File: src/design/vfc_pkg.sv
// ----------------------------------------------------------------------------
// vfc_pkg - shared types and constants for the voxel face culling core
// Transaction structs, face codes, grid defaults and the block color table.
// ----------------------------------------------------------------------------
`timescale 1ns / 1ps

package vfc_pkg;

  // Fixed field widths
  localparam int unsigned COORD_W     = 5;
  localparam int unsigned COORD_RANGE = 1 << COORD_W;
  localparam int unsigned LOCAL_W     = 4;
  localparam int unsigned LOCAL_RANGE = 1 << LOCAL_W;
  localparam int unsigned VALUE_W     = 8;
  localparam int unsigned FACE_W      = 3;
  localparam int unsigned NUM_FACES   = 6;

  // Parameter defaults
  localparam int unsigned GRID_X_DEF  = 32;
  localparam int unsigned GRID_Y_DEF  = 32;
  localparam int unsigned GRID_Z_DEF  = 32;
  localparam int unsigned CHUNK_X_DEF = 16;
  localparam int unsigned CHUNK_Z_DEF = 16;

  // Input kind codes
  localparam logic KIND_WRITE = 1'b0;
  localparam logic KIND_QUERY = 1'b1;

  // Face directions, in emission order
  typedef enum logic [FACE_W-1:0] {
    FACE_NEG_X = 3'd0,
    FACE_POS_X = 3'd1,
    FACE_NEG_Y = 3'd2,
    FACE_POS_Y = 3'd3,
    FACE_NEG_Z = 3'd4,
    FACE_POS_Z = 3'd5
  } face_e;

  typedef struct packed {
    logic               kind;
    logic [COORD_W-1:0] pos_x;
    logic [COORD_W-1:0] pos_y;
    logic [COORD_W-1:0] pos_z;
    logic [VALUE_W-1:0] block_value;
  } in_item_t;

  typedef struct packed {
    logic [FACE_W-1:0]  face;
    logic [LOCAL_W-1:0] local_x;
    logic [COORD_W-1:0] local_y;
    logic [LOCAL_W-1:0] local_z;
    logic [7:0]         red;
    logic [7:0]         green;
    logic [7:0]         blue;
    logic               last;
  } out_item_t;

  // Request to the shared neighbor address unit
  typedef struct packed {
    logic               self_sel;
    face_e              face;
    logic [COORD_W-1:0] x;
    logic [COORD_W-1:0] y;
    logic [COORD_W-1:0] z;
  } nbr_req_t;

  typedef struct packed {
    logic [7:0] red;
    logic [7:0] green;
    logic [7:0] blue;
  } rgb_t;

  localparam logic [VALUE_W-1:0] BLOCK_GRASS = 8'd1;
  localparam logic [VALUE_W-1:0] BLOCK_DIRT  = 8'd2;
  localparam logic [VALUE_W-1:0] BLOCK_STONE = 8'd3;

  localparam rgb_t COLOR_GRASS = '{red: 8'd70,  green: 8'd160, blue: 8'd20};
  localparam rgb_t COLOR_DIRT  = '{red: 8'd130, green: 8'd50,  blue: 8'd16};
  localparam rgb_t COLOR_STONE = '{red: 8'd90,  green: 8'd80,  blue: 8'd70};
  localparam rgb_t COLOR_OTHER = '{red: 8'd255, green: 8'd0,   blue: 8'd0};

  // Face color for a solid block value
  function automatic rgb_t color_of(input logic [VALUE_W-1:0] value);
    rgb_t c;
    case (value)
      BLOCK_GRASS: c = COLOR_GRASS;
      BLOCK_DIRT:  c = COLOR_DIRT;
      BLOCK_STONE: c = COLOR_STONE;
      default:     c = COLOR_OTHER;
    endcase
    return c;
  endfunction

endpackage

File: src/design/vfc_nbr_unit.sv
// ----------------------------------------------------------------------------
// vfc_nbr_unit - shared neighbor address unit
// Steps one axis of a coordinate by one, checks the grid bounds and forms the
// voxel store address. Used for writes, the self read and all six neighbors.
// ----------------------------------------------------------------------------
`timescale 1ns / 1ps

module vfc_nbr_unit #(
  parameter int unsigned GRID_X = vfc_pkg::GRID_X_DEF,
  parameter int unsigned GRID_Y = vfc_pkg::GRID_Y_DEF,
  parameter int unsigned GRID_Z = vfc_pkg::GRID_Z_DEF,
  localparam int unsigned ExtX  = (GRID_X < vfc_pkg::COORD_RANGE) ? GRID_X
                                                                  : vfc_pkg::COORD_RANGE,
  localparam int unsigned ExtY  = (GRID_Y < vfc_pkg::COORD_RANGE) ? GRID_Y
                                                                  : vfc_pkg::COORD_RANGE,
  localparam int unsigned ExtZ  = (GRID_Z < vfc_pkg::COORD_RANGE) ? GRID_Z
                                                                  : vfc_pkg::COORD_RANGE,
  localparam int unsigned BitsX = $clog2(ExtX),
  localparam int unsigned BitsY = $clog2(ExtY),
  localparam int unsigned BitsZ = $clog2(ExtZ),
  localparam int unsigned AddrW = BitsX + BitsY + BitsZ
) (
  input  vfc_pkg::nbr_req_t req_i,
  output logic [AddrW-1:0]  addr_o,
  output logic              oob_o
);
  import vfc_pkg::*;

  localparam logic [COORD_W:0] ExtXW = (COORD_W + 1)'(ExtX);
  localparam logic [COORD_W:0] ExtYW = (COORD_W + 1)'(ExtY);
  localparam logic [COORD_W:0] ExtZW = (COORD_W + 1)'(ExtZ);

  typedef enum logic [1:0] {
    AXIS_X = 2'd0,
    AXIS_Y = 2'd1,
    AXIS_Z = 2'd2
  } axis_e;

  axis_e              axis;
  logic               dir_pos;
  logic [COORD_W-1:0] coord;
  logic [COORD_W:0]   ext;
  logic [COORD_W:0]   stepped;
  logic               base_oob;
  logic               step_oob;
  logic [COORD_W-1:0] nx, ny, nz;

  // Decode face into axis and direction
  always_comb begin
    case (req_i.face)
      FACE_NEG_X: begin axis = AXIS_X; dir_pos = 1'b0; end
      FACE_POS_X: begin axis = AXIS_X; dir_pos = 1'b1; end
      FACE_NEG_Y: begin axis = AXIS_Y; dir_pos = 1'b0; end
      FACE_POS_Y: begin axis = AXIS_Y; dir_pos = 1'b1; end
      FACE_NEG_Z: begin axis = AXIS_Z; dir_pos = 1'b0; end
      FACE_POS_Z: begin axis = AXIS_Z; dir_pos = 1'b1; end
      default:    begin axis = AXIS_X; dir_pos = 1'b0; end
    endcase
  end

  // Select the stepped axis
  always_comb begin
    case (axis)
      AXIS_X:  begin coord = req_i.x; ext = ExtXW; end
      AXIS_Y:  begin coord = req_i.y; ext = ExtYW; end
      AXIS_Z:  begin coord = req_i.z; ext = ExtZW; end
      default: begin coord = req_i.x; ext = ExtXW; end
    endcase
  end

  // One increment or decrement, the step bound compare and the base bound check
  always_comb begin
    stepped  = dir_pos ? ({1'b0, coord} + 1'b1) : ({1'b0, coord} - 1'b1);
    step_oob = dir_pos ? (stepped >= ext) : (coord == '0);
    base_oob = ({1'b0, req_i.x} >= ExtXW) || ({1'b0, req_i.y} >= ExtYW) ||
               ({1'b0, req_i.z} >= ExtZW);
    oob_o    = base_oob || (!req_i.self_sel && step_oob);
  end

  // Substitute the stepped coordinate and pack the address
  always_comb begin
    nx = req_i.x;
    ny = req_i.y;
    nz = req_i.z;
    if (!req_i.self_sel) begin
      case (axis)
        AXIS_X:  nx = stepped[COORD_W-1:0];
        AXIS_Y:  ny = stepped[COORD_W-1:0];
        AXIS_Z:  nz = stepped[COORD_W-1:0];
        default: nx = req_i.x;
      endcase
    end
    addr_o = {nz[BitsZ-1:0], ny[BitsY-1:0], nx[BitsX-1:0]};
  end

endmodule

File: config.mk
export PLATFORM = sky130hd
export DESIGN_NAME = vfc_nbr_unit
export DESIGN_NICKNAME = d
export VERILOG_FILES = /design/src/design/vfc_pkg.sv /design/src/design/vfc_nbr_unit.sv
export SDC_FILE = /design/constraint.sdc
export NUM_CORES = 1
export LEC_CHECK = 0
export ABC_AREA = 1
export BUFFER_PORTS_ARGS = -buffer_cell sky130_fd_sc_hd__clkbuf_2
export CELL_PAD_IN_SITES_DETAIL_PLACEMENT = 0
export CELL_PAD_IN_SITES_GLOBAL_PLACEMENT = 1
export CORE_MARGIN = 1.5
export CORE_UTILIZATION = 30
export DETAILED_ROUTE_END_ITERATION = 6
export PLACE_DENSITY_LB_ADDON = 0.1
export SETUP_SLACK_MARGIN = 0.2
export SLEW_MARGIN = 30
export SYNTH_ARGS = -nofsm -noshare
export SYNTH_HDL_FRONTEND = slang
export SYNTH_SLANG_ARGS = --single-unit
File: constraint.sdc
create_clock -name vclk -period 6.86
set_clock_uncertainty 0.15 [all_clocks]
set_input_delay 0.686 -clock vclk [all_inputs]
set_output_delay 0.686 -clock vclk [all_outputs]
set_load 0.02 [all_outputs]
# Word-level counts from Yosys, hierarchy flattened
# Cells that the tools add are included.
[totals]
reg_bits = 0
out_inout_bits = 16
input_bits = 19
[classes]
n_addsub = 2
n_reduce_logical = 7
n_mux = 11
n_lt_le_gt_ge = 1
n_eq_ne = 7
[ops]
columns = ["cell", "n"]
rows = [
  ["two-way mux 5 bit", 6],
  ["one-hot mux 5 bit (2 select lines)", 1],
  ["adder 5 x 1 -> 6 bit (second input constant)", 1],
  ["equality test 3 x 2 -> 1 bit (second input constant)", 2],
  ["equality test 3 bit (second input constant)", 2],
  [">= comparator 6 bit (second input constant)", 1],
  ["two-way mux 6 bit", 1],
  ["subtractor 5 x 1 -> 6 bit (second input constant)", 1],
  ["zero test 5 bit", 1],
  ["one-hot mux 2 bit (2 select lines)", 1],
  ["OR reduction 2 bit", 2],
  ["equality test 3 x 1 -> 1 bit (second input constant)", 1],
  ["OR reduction 3 bit", 1],
  ["equality test 2 x 1 -> 1 bit (second input constant)", 1],
  ["equality test 2 bit (second input constant)", 1],
  ["zero test 2 bit", 1],
  ["two-way mux 1 bit", 2],
  ["logical AND 1 bit", 1],
  ["zero test 1 bit", 1],
]

# Logic depth before layout (Yosys ltp)
# Gate-level depths: netlist (run 1).
[depth]
ltp_word = 10
depth_mapped = 16

# Least setup slack after synthesis (run 1)
# Ideal clock, no wire load.
[synth_path]
kind = "input-to-output"
startpoint = "input port req_i[16] (netlist bit)"
endpoint = "output port addr_o[14]"
stages = 13
n_path_buf = 0
path_slack_ns = 3.371
t_arrival_ns = 2.653
path_cell_list = "inv_1 -> nor2_1 -> inv_1 -> ha_1 -> inv_2 -> or2_4 -> nand2_4 -> inv_4 -> fa_1 -> nand3_1 -> nand2_1 -> xnor2_1 -> o21ai_1"
[synth_via]
elab_chain_cells = 9
[synth_rtl]
columns = ["item", "line", "rtl"]
rows = [
  ["from (decl)", "vfc_nbr_unit.sv:23", "input vfc_pkg::nbr_req_t req_i,"],
  ["equality test 3 bit / equality test 3 x 2 -> 1 bit (equally long branches)", "vfc_nbr_unit.sv:50", "case (req_i.face)"],
  ["OR reduction 2 bit (no line)", "-", ""],
  ["one-hot mux 2 bit (2 select lines)", "vfc_nbr_unit.sv:50", ""],
  ["equality test 2 bit / equality test 2 x 1 -> 1 bit (equally long branches)", "vfc_nbr_unit.sv:63, vfc_nbr_unit.sv:86", ""],
  ["one-hot mux 5 bit (2 select lines)", "vfc_nbr_unit.sv:63", "case (axis)"],
  ["subtractor 5 x 1 -> 6 bit / adder 5 x 1 -> 6 bit (equally long branches)", "vfc_nbr_unit.sv:73", "stepped = dir_pos ? ({1'b0, coord} + 1'b1) : ({1'b0, coord} - 1'b1);"],
  ["two-way mux 6 bit", "vfc_nbr_unit.sv:73", ""],
  ["two-way mux 5 bit (*)", "vfc_nbr_unit.sv:86", "case (axis)"],
  ["two-way mux 5 bit (*)", "vfc_nbr_unit.sv:85", "if (!req_i.self_sel) begin"],
  ["to (decl)", "vfc_nbr_unit.sv:24", "output logic [AddrW-1:0] addr_o,"],
]
# Every way passes the cells marked *; elsewhere a longest branch is shown, timed or not.

# Worst setup path in the final report (run 1)
[layout_path]
startpoint = "input port req_i[16] (netlist bit)"
endpoint = "output port oob_o"
[layout_via]
elab_chain_cells = 10
[layout_rtl]
columns = ["item", "line", "rtl"]
rows = [
  ["equality test 3 bit / equality test 3 x 2 -> 1 bit (equally long branches)", "vfc_nbr_unit.sv:50", ""],
  ["OR reduction 2 bit (no line)", "-", ""],
  ["one-hot mux 2 bit (2 select lines)", "vfc_nbr_unit.sv:50", ""],
  ["equality test 2 bit / equality test 2 x 1 -> 1 bit (equally long branches)", "vfc_nbr_unit.sv:63", ""],
  ["one-hot mux 5 bit (2 select lines)", "vfc_nbr_unit.sv:63", ""],
  ["subtractor 5 x 1 -> 6 bit / adder 5 x 1 -> 6 bit (equally long branches)", "vfc_nbr_unit.sv:73", ""],
  ["two-way mux 6 bit", "vfc_nbr_unit.sv:73", ""],
  [">= comparator 6 bit", "vfc_nbr_unit.sv:74", "step_oob = dir_pos ? (stepped >= ext) : (coord == '0);"],
  ["two-way mux 1 bit (*)", "vfc_nbr_unit.sv:74", ""],
  ["logical AND 1 bit (*)", "vfc_nbr_unit.sv:77", "oob_o = base_oob || (!req_i.self_sel && step_oob);"],
  ["to (decl)", "vfc_nbr_unit.sv:25", "output logic oob_o"],
]
# Marked as above.

==> results of run 1 <==
==> cell usage in the layout (no fill, tap or decap), drive strengths merged <==
cell,instances
a21oi,3
or2,5
fa,1
o21ai,13
xnor2,2
nand2,48
nand3,11
o21a,1
nor2,4
clkbuf,35
inv,20
ha,7
nand4,1
==> power by group through the flow <==
stage	clock [mW]	combinational (mW)	sequential, mW
3_5_place_dp	0	0.102	0
5_1_grt	0	0.113	0
3_3_place_gp	0	0.101	0
6_report	0	0.100	0
4_1_cts	0	0.102	0
2_1_floorplan	0	0.0729	0
==> cell families after synthesis <==
| family | share of synthesized area |
|---|---|
| AO/OA/AOI/OAI | 0.1608 |
| AND/OR/NAND/NOR | 0.5137 |
| adder cells (fa/ha/maj) | 0.1686 |
| XOR/XNOR | 0.02746 |
| buffers and inverters | 0.1294 |
==> how the worst min path moves through the flow <==
stage                        to  slack, ns  depth (start not counted)
after floorplan           oob_o       1.26                          1
after global placement    oob_o       1.49                          3
after detailed placement  oob_o       1.50                          3
after CTS                 oob_o       1.50                          3
after global routing      oob_o       1.51                          3
final                     oob_o       1.50                          3
==> cell type report <==
type                            instances  share of cell area
Timing Repair Buffer                   35              0.2068
Multi-Input combinational cell         96              0.6558
Tap cell                               27             0.03988
Inverter                               20             0.09749
==> layer usage <==
layer	vias to the layer above	wire length [um]	GRT usage
met5	-	0	0
met2	22	886	0.2950
li1	437	-	-
met4	0	0	0.004762
met1	339	855	0.2045
met3	0	66	0
==> metrics by stage <==
stage | power, mW | std cells
final | 0.1004 | 178
after global routing | 0.1131 | 178
after CTS | 0.1021 | 178
after detailed placement | 0.1017 | 178
after global placement | 0.1013 | 178
after floorplan | 0.07290 | 116
==> worst max-delay path: stages <==
cell and delay [ns]:
clkbuf_2 0.09, inv_1 0.06, nor2_1 0.13, inv_1 0.08, ha_1 0.29, inv_2 0.08
or2_1 0.25, nand2_4 0.08, inv_1 0.04, ha_1 0.35, nand2_1 0.07, nand2_1 0.05
inv_1 0.06, o21a_1 0.17, nand2_1 0.05, nand2_1 0.06, a21oi_2 0.13, clkbuf_2 0.17
==> metrics.log, run 1 <==
[metrics] shortest period the worst path allows: 3.733 ns
[metrics] RSZ-0062 raised after global routing: false
[metrics] total of warnings raised by yosys: 0
[metrics] largest area contributor in the netlist: nand2_1
[metrics] placeable core region: approximately 2000 um2
[metrics] x dimension of the die: between 40 and 50 um
[metrics] most frequent cell after synthesis: nand2_1
[metrics] share of cells above drive strength 1: 0.3245
[metrics] total of buffers placed on input and output ports: 35
[metrics] ranking of synthesized cells by area: nand2_1 (26%), ha_1 (14%), inv_1 (9.4%), o21ai_1 (7.8%), nand3_1 (7.1%)
[metrics] die span in y: just under 50 um
[metrics] number of instances resized during post-cts repair: 0
[metrics] final period utilization: 0.5441
[metrics] hold_buf cts: 0
[metrics] initial standard-cell utilization of the core: 0.3220
[metrics] final setup vio count: 0
[metrics] number of distinct standard cells referenced by the synthesized netlist: 24
[metrics] NetSw: between 0.06 and 0.07 mW
[metrics] area of the die: 2413 um2
[metrics] routed length per instance: 10.16 um
[metrics] most used standard cells in the synthesized netlist: nand2_1 (44), inv_1 (16), o21ai_1 (10), nand3_1 (9), ha_1 (7)
[metrics] PwrDens: 118.5 nW/um2
[metrics] initial antenna violation count: 0
[metrics] number of filler instances in the final layout: 229
[metrics] residual DRC count: 0
[metrics] FF+latch count: 0
[metrics] final antenna-violating net count: 0
[metrics] largest fanout of any net on the critical path: 10
[metrics] multi-input logic area: 555.5 um2
[metrics] Seq/Total Area, Yosys: 0
[metrics] final hold vios: 0
[metrics] maximum clock frequency: 0.2679 GHz
[metrics] Flop pwr share: 0
[metrics] leakage power of the design: 0.5171 nW
[metrics] Sequential Area: 0 um2
[metrics] drt first pass iters: 4
[metrics] total global-route track usage: 0.1551
[metrics] area of the mapped netlist: 638.1 um2
[metrics] worst hold slack: 1.497 ns
[metrics] number of slew-limit violations in the final report: 0
[metrics] setup repair bufs after CTS: 0
[metrics] aggregate global routing overflow: 0
[metrics] net count of the mapped netlist: ~140
[metrics] startpoint of the most critical hold path: req_i[18]
[metrics] post-detailed-placement half-perimeter wirelength: 1566 um
[metrics] design area: 847.1 um2
[metrics] weighted congestion at the end of routability-driven global placement: 0.8029
[metrics] I/O pins: 35
[metrics] area after detailed placement: 847.1 um2
[metrics] worst setup slack after layout: 3.127 ns
[metrics] total number of vias: ~800
[metrics] final sum of negative setup slack: 0 ns
[metrics] relative area change from synthesis to final layout: 32.75%
[metrics] largest net degree at the start of global routing: 11
[metrics] transition time at the pin with the least slew margin: 0.3473 ns
[metrics] average vias per placed instance: around 4.5
[metrics] Starting DRT DRC Count: 12
[metrics] proportion of power drawn by combinational gates: 1.000
[metrics] Finished Core Util: 0.4274
[metrics] type of the worst setup path: input port to output port
[metrics] final WL: 1808 um
[metrics] cell count after synthesis: 116
[metrics] part of the power in the clock network: 0
[metrics] peak ir drop on the vdd network: 0.05633 mV
[metrics] WP data required: between 6 and 7 ns
[metrics] class of the worst hold path: input port to output port
[metrics] CP arrival: 2.90 ns
[metrics] cell internal pwr: between 0.03 and 0.04 mW
[metrics] switching portion of total power: 0.6365
[metrics] fraction of post-synthesis cell area in the top cell type by area: 0.2588
[metrics] status: finished, final reports clean
[metrics] vias in the first global route: roughly 740
[metrics] wire length of the first global-routing pass: 3139 um
[metrics] number of placement rows: 16
[metrics] antenna fix cells: 0
[metrics] type of destination of the critical path: output port
[metrics] MaxCap Viol Count: 0
[metrics] tightest slew margin relative to the limit: 0.7668
[metrics] worst setup path startpoint: req_i[16]
[metrics] critical path capture point: oob_o
[metrics] net total in the final layout: between 150 and 200
[metrics] pre-CTS worst setup slack: 3.113 ns
[metrics] launching element type of the critical path: input port
[metrics] number of clock buffer instances in the layout: 0
[metrics] mean instance size in the synthesized netlist: 5.501 um2
No activity file was read; power rests on OpenSTA's default activity.
==> run 2: changes to the inputs <==
- CORE_UTILIZATION: 30 -> 27
- clock period: 6.86 -> 3.37 ns (I/O delays scaled with it)
==> run 2 against run 1 <==
  * Clock-buffer cell count unchanged
  * Die area up 10%
  * Combinational power up 120%
==> metrics.log, run 2 (synthesized netlist as in run 1, its figures left out) <==
[metrics] WP data required: 2.88 ns (-3.14 ns)
[metrics] proportion of power drawn by combinational gates: 1.000 (about the same)
[metrics] total of buffers placed on input and output ports: 35 (unchanged)
[metrics] Sequential Area: 0 um2 (unchanged)
[metrics] net total in the final layout: 180 (unchanged)
[metrics] I/O pins: 35 (unchanged)
[metrics] routed length per instance: 10.78 um (+6.1%)
[metrics] status: finished, final reports clean
[metrics] largest fanout of any net on the critical path: 10 (unchanged)
[metrics] vias in the first global route: 724 (-1.9%)
[metrics] relative area change from synthesis to final layout: 37.06%
[metrics] worst min-delay path endpoint: oob_o
[metrics] tightest slew margin relative to the limit: 0.7656 (-0.001185)
[metrics] average vias per placed instance: 4.670 (+4.2%)
[metrics] PwrDens: 250.4 nW/um2 (+110%)
[metrics] MaxCap Viol Count: 0 (unchanged)
[metrics] shortest period the worst path allows: 3.025 ns
[metrics] CP cell instances: clkbuf_2, inv_1, nor2_2, inv_1, ha_1, inv_2, or2_0, nand2_2, inv_6, ha_1, a21oi_2, nand2_1, xnor2_2, o21ai_1, clkbuf_2
[metrics] startpoint of the most critical hold path: req_i[18]
[metrics] commonest non-fill, non-tap cells in the layout: nand2_1 (44), clkbuf_2 (34), inv_1 (16)
[metrics] FF+latch count: 0 (unchanged)
[metrics] final antenna-violating net count: 0 (unchanged)
[metrics] wire length of the first global-routing pass: 3215 um (+2.4%)
[metrics] cell internal pwr: 0.08176 mW (+120%)
[metrics] most frequent standard cell in the layout excluding fill and tap cells: nand2_1
[metrics] initial antenna violation count: 0 (unchanged)
[metrics] Finished Core Util: 0.3954 (-0.03204)
[metrics] weighted congestion at the end of routability-driven global placement: 0.7921 (-1.3%)
[metrics] die span in y: 51.62 um (+5.1%)
[metrics] post-detailed-placement half-perimeter wirelength: 1688 um (+7.8%)
[metrics] final period utilization: 0.8977
[metrics] antenna fix cells: 0 (unchanged)
[metrics] RSZ-0062 raised after global routing: true
[metrics] peak ir drop on the vdd network: 0.09145 mV (+62%)
[metrics] number of filler instances in the final layout: 280 (+22%)
[metrics] hold_buf cts: 0 (unchanged)
[metrics] number of placement rows: 17 (+1)
[metrics] switching portion of total power: 0.6267 (-0.009831)
[metrics] final sum of negative setup slack: 0 ns (unchanged)
[metrics] total global-route track usage: 0.1518 (-0.003321)
[metrics] maximum clock frequency: 0.3305 GHz
[metrics] cell depth of the worst min-delay path: 3 (unchanged)
[metrics] final WL: 1929 um (+6.7%)
[metrics] initial standard-cell utilization of the core: 0.2885 (-0.03351)
[metrics] CP max stage cell: ha_1
[metrics] part of the power in the clock network: 0 (unchanged)
[metrics] type of destination of the critical path: output port
[metrics] total number of vias: 836 (+4.8%)
[metrics] number of clock buffer instances in the layout: 0 (unchanged)
[metrics] Flop pwr share: 0 (unchanged)
[metrics] share of cells above drive strength 1: 0.3510 (+0.02649)
[metrics] Crit path max-delay family: adder cells
[metrics] aggregate global routing overflow: 0 (unchanged)
[metrics] combined buffer and inverter count along the critical path: 6 (-1)
[metrics] CP arrival: 2.54 ns (-0.36 ns)
[metrics] setup repair bufs after CTS: 0 (unchanged)
[metrics] type of the worst setup path: input port to output port
[metrics] number of slew-limit violations in the final report: 0 (unchanged)
[metrics] largest net degree at the start of global routing: 11 (unchanged)
[metrics] final setup vio count: 0 (unchanged)
[metrics] transition time at the pin with the least slew margin: 0.3491 ns (+0.001765 ns)
[metrics] launching element type of the critical path: input port
[metrics] NetSw: 0.1372 mW (+110%)
[metrics] final hold vios: 0 (unchanged)
[metrics] placeable core region: 2212 um2 (+12%)
[metrics] drt first pass iters: 4 (unchanged)
[metrics] x dimension of the die: 51.62 um (+5.1%)
[metrics] area of the die: 2664 um2 (+10%)
[metrics] Starting DRT DRC Count: 10 (-2)
[metrics] delay contributed by the slowest stage of the critical path: 0.35 ns (about the same)
[metrics] class of the worst hold path: input port to output port
[metrics] leakage power of the design: 0.5240 nW (+1.3%)
[metrics] residual DRC count: 0 (unchanged)
run 2: cell types whose count changed in the layout (fill, tap and decap cells not counted):
cell / delta
nor2_2: +1
xnor2_2: +1
a21oi_1: -1
buf_2: +1
clkbuf_2: -1
a21oi_2: +1
ha_4: +1
nor2_1: -1
xnor2_1: -1
ha_1: -1
run 2: power by group through the flow:
stage / Combinational (mW) / Sequential (mW) / Clock [mW]
floorplan: 0.148 / 0 / 0
global placement: 0.208 / 0 / 0
detailed placement: 0.209 / 0 / 0
CTS: 0.210 / 0 / 0
global route: 0.247 / 0 / 0
finish: 0.219 / 0 / 0
run 2: how the worst max path moves through the flow:
| stage | startpoint | endpoint | slack, ns | depth (start not counted) |
|---|---|---|---|---|
| after global placement | req_i[16] | addr_o[9] | 0.31 | 15 |
| after CTS | req_i[16] | addr_o[9] | 0.26 | 15 |
| after detailed placement | req_i[16] | addr_o[9] | 0.27 | 15 |
| final | req_i[16] | addr_o[9] | 0.34 | 15 |
| after global routing | req_i[16] | addr_o[14] | 0.21 | 15 |
| after floorplan | req_i[16] | addr_o[14] | 0.58 | 13 |
run 2: metal layers:
metal | share of wire | vias to the layer above | global-route usage
li1 | - | 439 | -
met1 | 0.46 | 380 | 0.2003
met2 | 0.51 | 17 | 0.2927
met3 | 0.028 | 0 | 0
met4 | 0 | 0 | 0
met5 | 0 | - | 0
run 2: cell type report:
cell class	instances	area, um2	area share
Timing Repair Buffer	35	175.2	0.2003
Multi-Input combinational cell	96	581.8	0.6652
Inverter	20	82.58	0.09442
Tap cell	28	35.03	0.04006
run 2: what timing repair did:
action | CTS | global route
resized for setup | 0 | 6
endpoints found under the setup margin | 0 | 6
endpoints found under the hold margin | 0 | 0
run 2: through the flow:
step / instance area (um2) / power (mW) / setup slack, ns / hold WS [ns] / std cells
finish: 874.6 / 0.2190 / 0.3447 / 0.7958 / 179
global route: 874.6 / 0.2466 / 0.2073 / 0.8249 / 179
CTS: 848.3 / 0.2101 / 0.2625 / 0.7987 / 179
detailed placement: 848.3 / 0.2091 / 0.2739 / 0.7979 / 179
global placement: 848.3 / 0.2083 / 0.3099 / 0.7950 / 179
floorplan: 638.1 / 0.1484 / 0.5794 / 0.5657 / 116
==> run 3: changes to the inputs <==
- CORE_UTILIZATION: 27 -> 30
- clock period: 3.37 -> 3.5 ns (I/O delays scaled with it)
==> run 3 against run 2 <==
  * Via count shrank 5.3%
  * Non-clock buffer count is the same
  * Critical path depth did not move
  * Clock-buffer cell count is the same
  * Final cell count decreased by 0.56%
  * Global-route usage rose by 0.46 points
  * Die area decreased by 9.4%
  * First-iteration DRC count decreased by 20%
==> metrics.log, run 3 (synthesized netlist as in run 1, its figures left out) <==
[metrics] placeable core region: 1982 um2 (-10%)
[metrics] final WL: 1804 um (-6.5%)
[metrics] final setup vio count: 0 (unchanged)
[metrics] pre-CTS worst setup slack: 0.4189 ns (+0.1450 ns)
[metrics] I/O pins: 35 (unchanged)
[metrics] tightest slew margin relative to the limit: 0.7642 (-0.001370)
[metrics] initial standard-cell utilization of the core: 0.3220 (+0.03351)
[metrics] total of buffers placed on input and output ports: 35 (unchanged)
[metrics] type of destination of the critical path: output port
[metrics] number of placement rows: 16 (-1)
[metrics] Finished Core Util: 0.4337 (+0.03835)
[metrics] number of filler instances in the final layout: 223 (-20%)
[metrics] commonest non-fill, non-tap cells in the layout: nand2_1 (44), clkbuf_2 (35), inv_1 (16)
[metrics] FF+latch count: 0 (unchanged)
[metrics] design area: 859.6 um2 (-1.7%)
[metrics] residual DRC count: 0 (unchanged)
[metrics] die span in y: 49.12 um (-4.8%)
[metrics] WP data required: 3.00 ns (+0.12 ns)
[metrics] relative area change from synthesis to final layout: 34.71%
[metrics] launching element type of the critical path: input port
[metrics] final sum of negative setup slack: 0 ns (unchanged)
[metrics] PwrDens: 234.4 nW/um2 (-6.4%)
[metrics] MaxCap Viol Count: 0 (unchanged)
[metrics] drt first pass iters: 2 (-2)
[metrics] CP arrival: 2.54 ns (about the same)
[metrics] shortest period the worst path allows: 3.035 ns
[metrics] status: finished, final reports clean
[metrics] most frequent standard cell in the layout excluding fill and tap cells: nand2_1
[metrics] routed length per instance: 10.13 um (-6.0%)
[metrics] area after detailed placement: 847.1 um2 (-0.15%)
[metrics] final antenna-violating net count: 0 (unchanged)
[metrics] RSZ-0062 raised after global routing: false
[metrics] peak ir drop on the vdd network: 0.1080 mV (+18%)
[metrics] final hold vios: 0 (unchanged)
[metrics] area of the die: 2413 um2 (-9.4%)
[metrics] antenna fix cells: 0 (unchanged)
[metrics] aggregate global routing overflow: 0 (unchanged)
[metrics] multi-input logic area: 568.0 um2 (-2.4%)
[metrics] class of the worst hold path: input port to output port
[metrics] total global-route track usage: 0.1564 (+0.004603)
[metrics] initial antenna violation count: 0 (unchanged)
[metrics] Starting DRT DRC Count: 8 (-2)
[metrics] transition time at the pin with the least slew margin: 0.3528 ns (+0.003710 ns)
[metrics] Sequential Area: 0 um2 (unchanged)
[metrics] share of cells above drive strength 1: 0.3311 (-0.01987)
[metrics] maximum clock frequency: 0.3295 GHz
[metrics] total number of vias: 792 (-5.3%)
[metrics] net total in the final layout: 180 (unchanged)
[metrics] weighted congestion at the end of routability-driven global placement: 0.8039 (+1.5%)
[metrics] average vias per placed instance: 4.449 (-4.7%)
[metrics] hold_buf cts: 0 (unchanged)
[metrics] worst setup slack after layout: 0.4647 ns (+0.1200 ns)
[metrics] number of clock buffer instances in the layout: 0 (unchanged)
[metrics] post-detailed-placement half-perimeter wirelength: 1581 um (-6.3%)
[metrics] vias in the first global route: 747 (+3.2%)
[metrics] final period utilization: 0.8672
[metrics] leakage power of the design: 0.5173 nW (-1.3%)
[metrics] number of slew-limit violations in the final report: 0 (unchanged)
[metrics] x dimension of the die: 49.12 um (-4.8%)
[metrics] wire length of the first global-routing pass: 3146 um (-2.1%)
[metrics] largest fanout of any net on the critical path: 10 (unchanged)
[metrics] largest net degree at the start of global routing: 11 (unchanged)
[metrics] type of the worst setup path: input port to output port
run 3: cell types whose count changed in the layout (fill, tap and decap cells not counted), sizes merged:
cell    previous run  this run
buf                1         0
clkbuf            34        35
run 3: final timing paths:
check | cells after the start | slack [ns] | endpoint | start
setup / recovery | 15 | 0.46 | addr_o[9] | req_i[16]
hold / removal | 3 | 0.83 | oob_o | req_i[18]
run 3: per-layer routing:
layer	vias up	track usage	part of all wire
met1	332	0.1989	0.47
met5	-	0	0
met4	0	0	0
met3	0	0	0.033
met2	20	0.3086	0.50
li1	440	-	-
run 3: worst max-delay path: stages:
cell and delay [ns]:
clkbuf_2 0.09, inv_1 0.06, nor2_1 0.13, inv_1 0.08, ha_1 0.29, inv_2 0.08
or2_0 0.22, nand2_2 0.11, inv_6 0.04, ha_1 0.33, a21oi_1 0.19, nand2_1 0.09
xnor2_1 0.24, o21ai_1 0.09, clkbuf_2 0.17
run 3: per-stage QoR:
stage / hold WS, ns / total power [mW] / instances
3_5_place_dp: 0.8313 / 0.1986 / 178
6_report: 0.8254 / 0.2015 / 178
3_3_place_gp: 0.8227 / 0.1986 / 178
2_1_floorplan: 0.5917 / 0.1429 / 116
4_1_cts: 0.8322 / 0.1994 / 178
5_1_grt: 0.8458 / 0.2267 / 178
run 3: layout make-up:
| class | count | share of cell area |
|---|---|---|
| Timing Repair Buffer | 35 | 0.2038 |
| Multi-Input combinational cell | 96 | 0.6608 |
| Inverter | 20 | 0.09607 |
| Tap cell | 27 | 0.03930 |
run 3: what timing repair did:
action / CTS / global route
setup endpoints to repair: 0 / 1
resized for setup: 0 / 1
buffers inserted: 0 / 0
run 3: power breakdown:
group / internal, mW / total, mW / switching (mW) / leakage (nW)
clock network: 0 / 0 / 0 / 0
registers: 0 / 0 / 0 / 0
logic: 0.0747 / 0.201 / 0.127 / 0.517
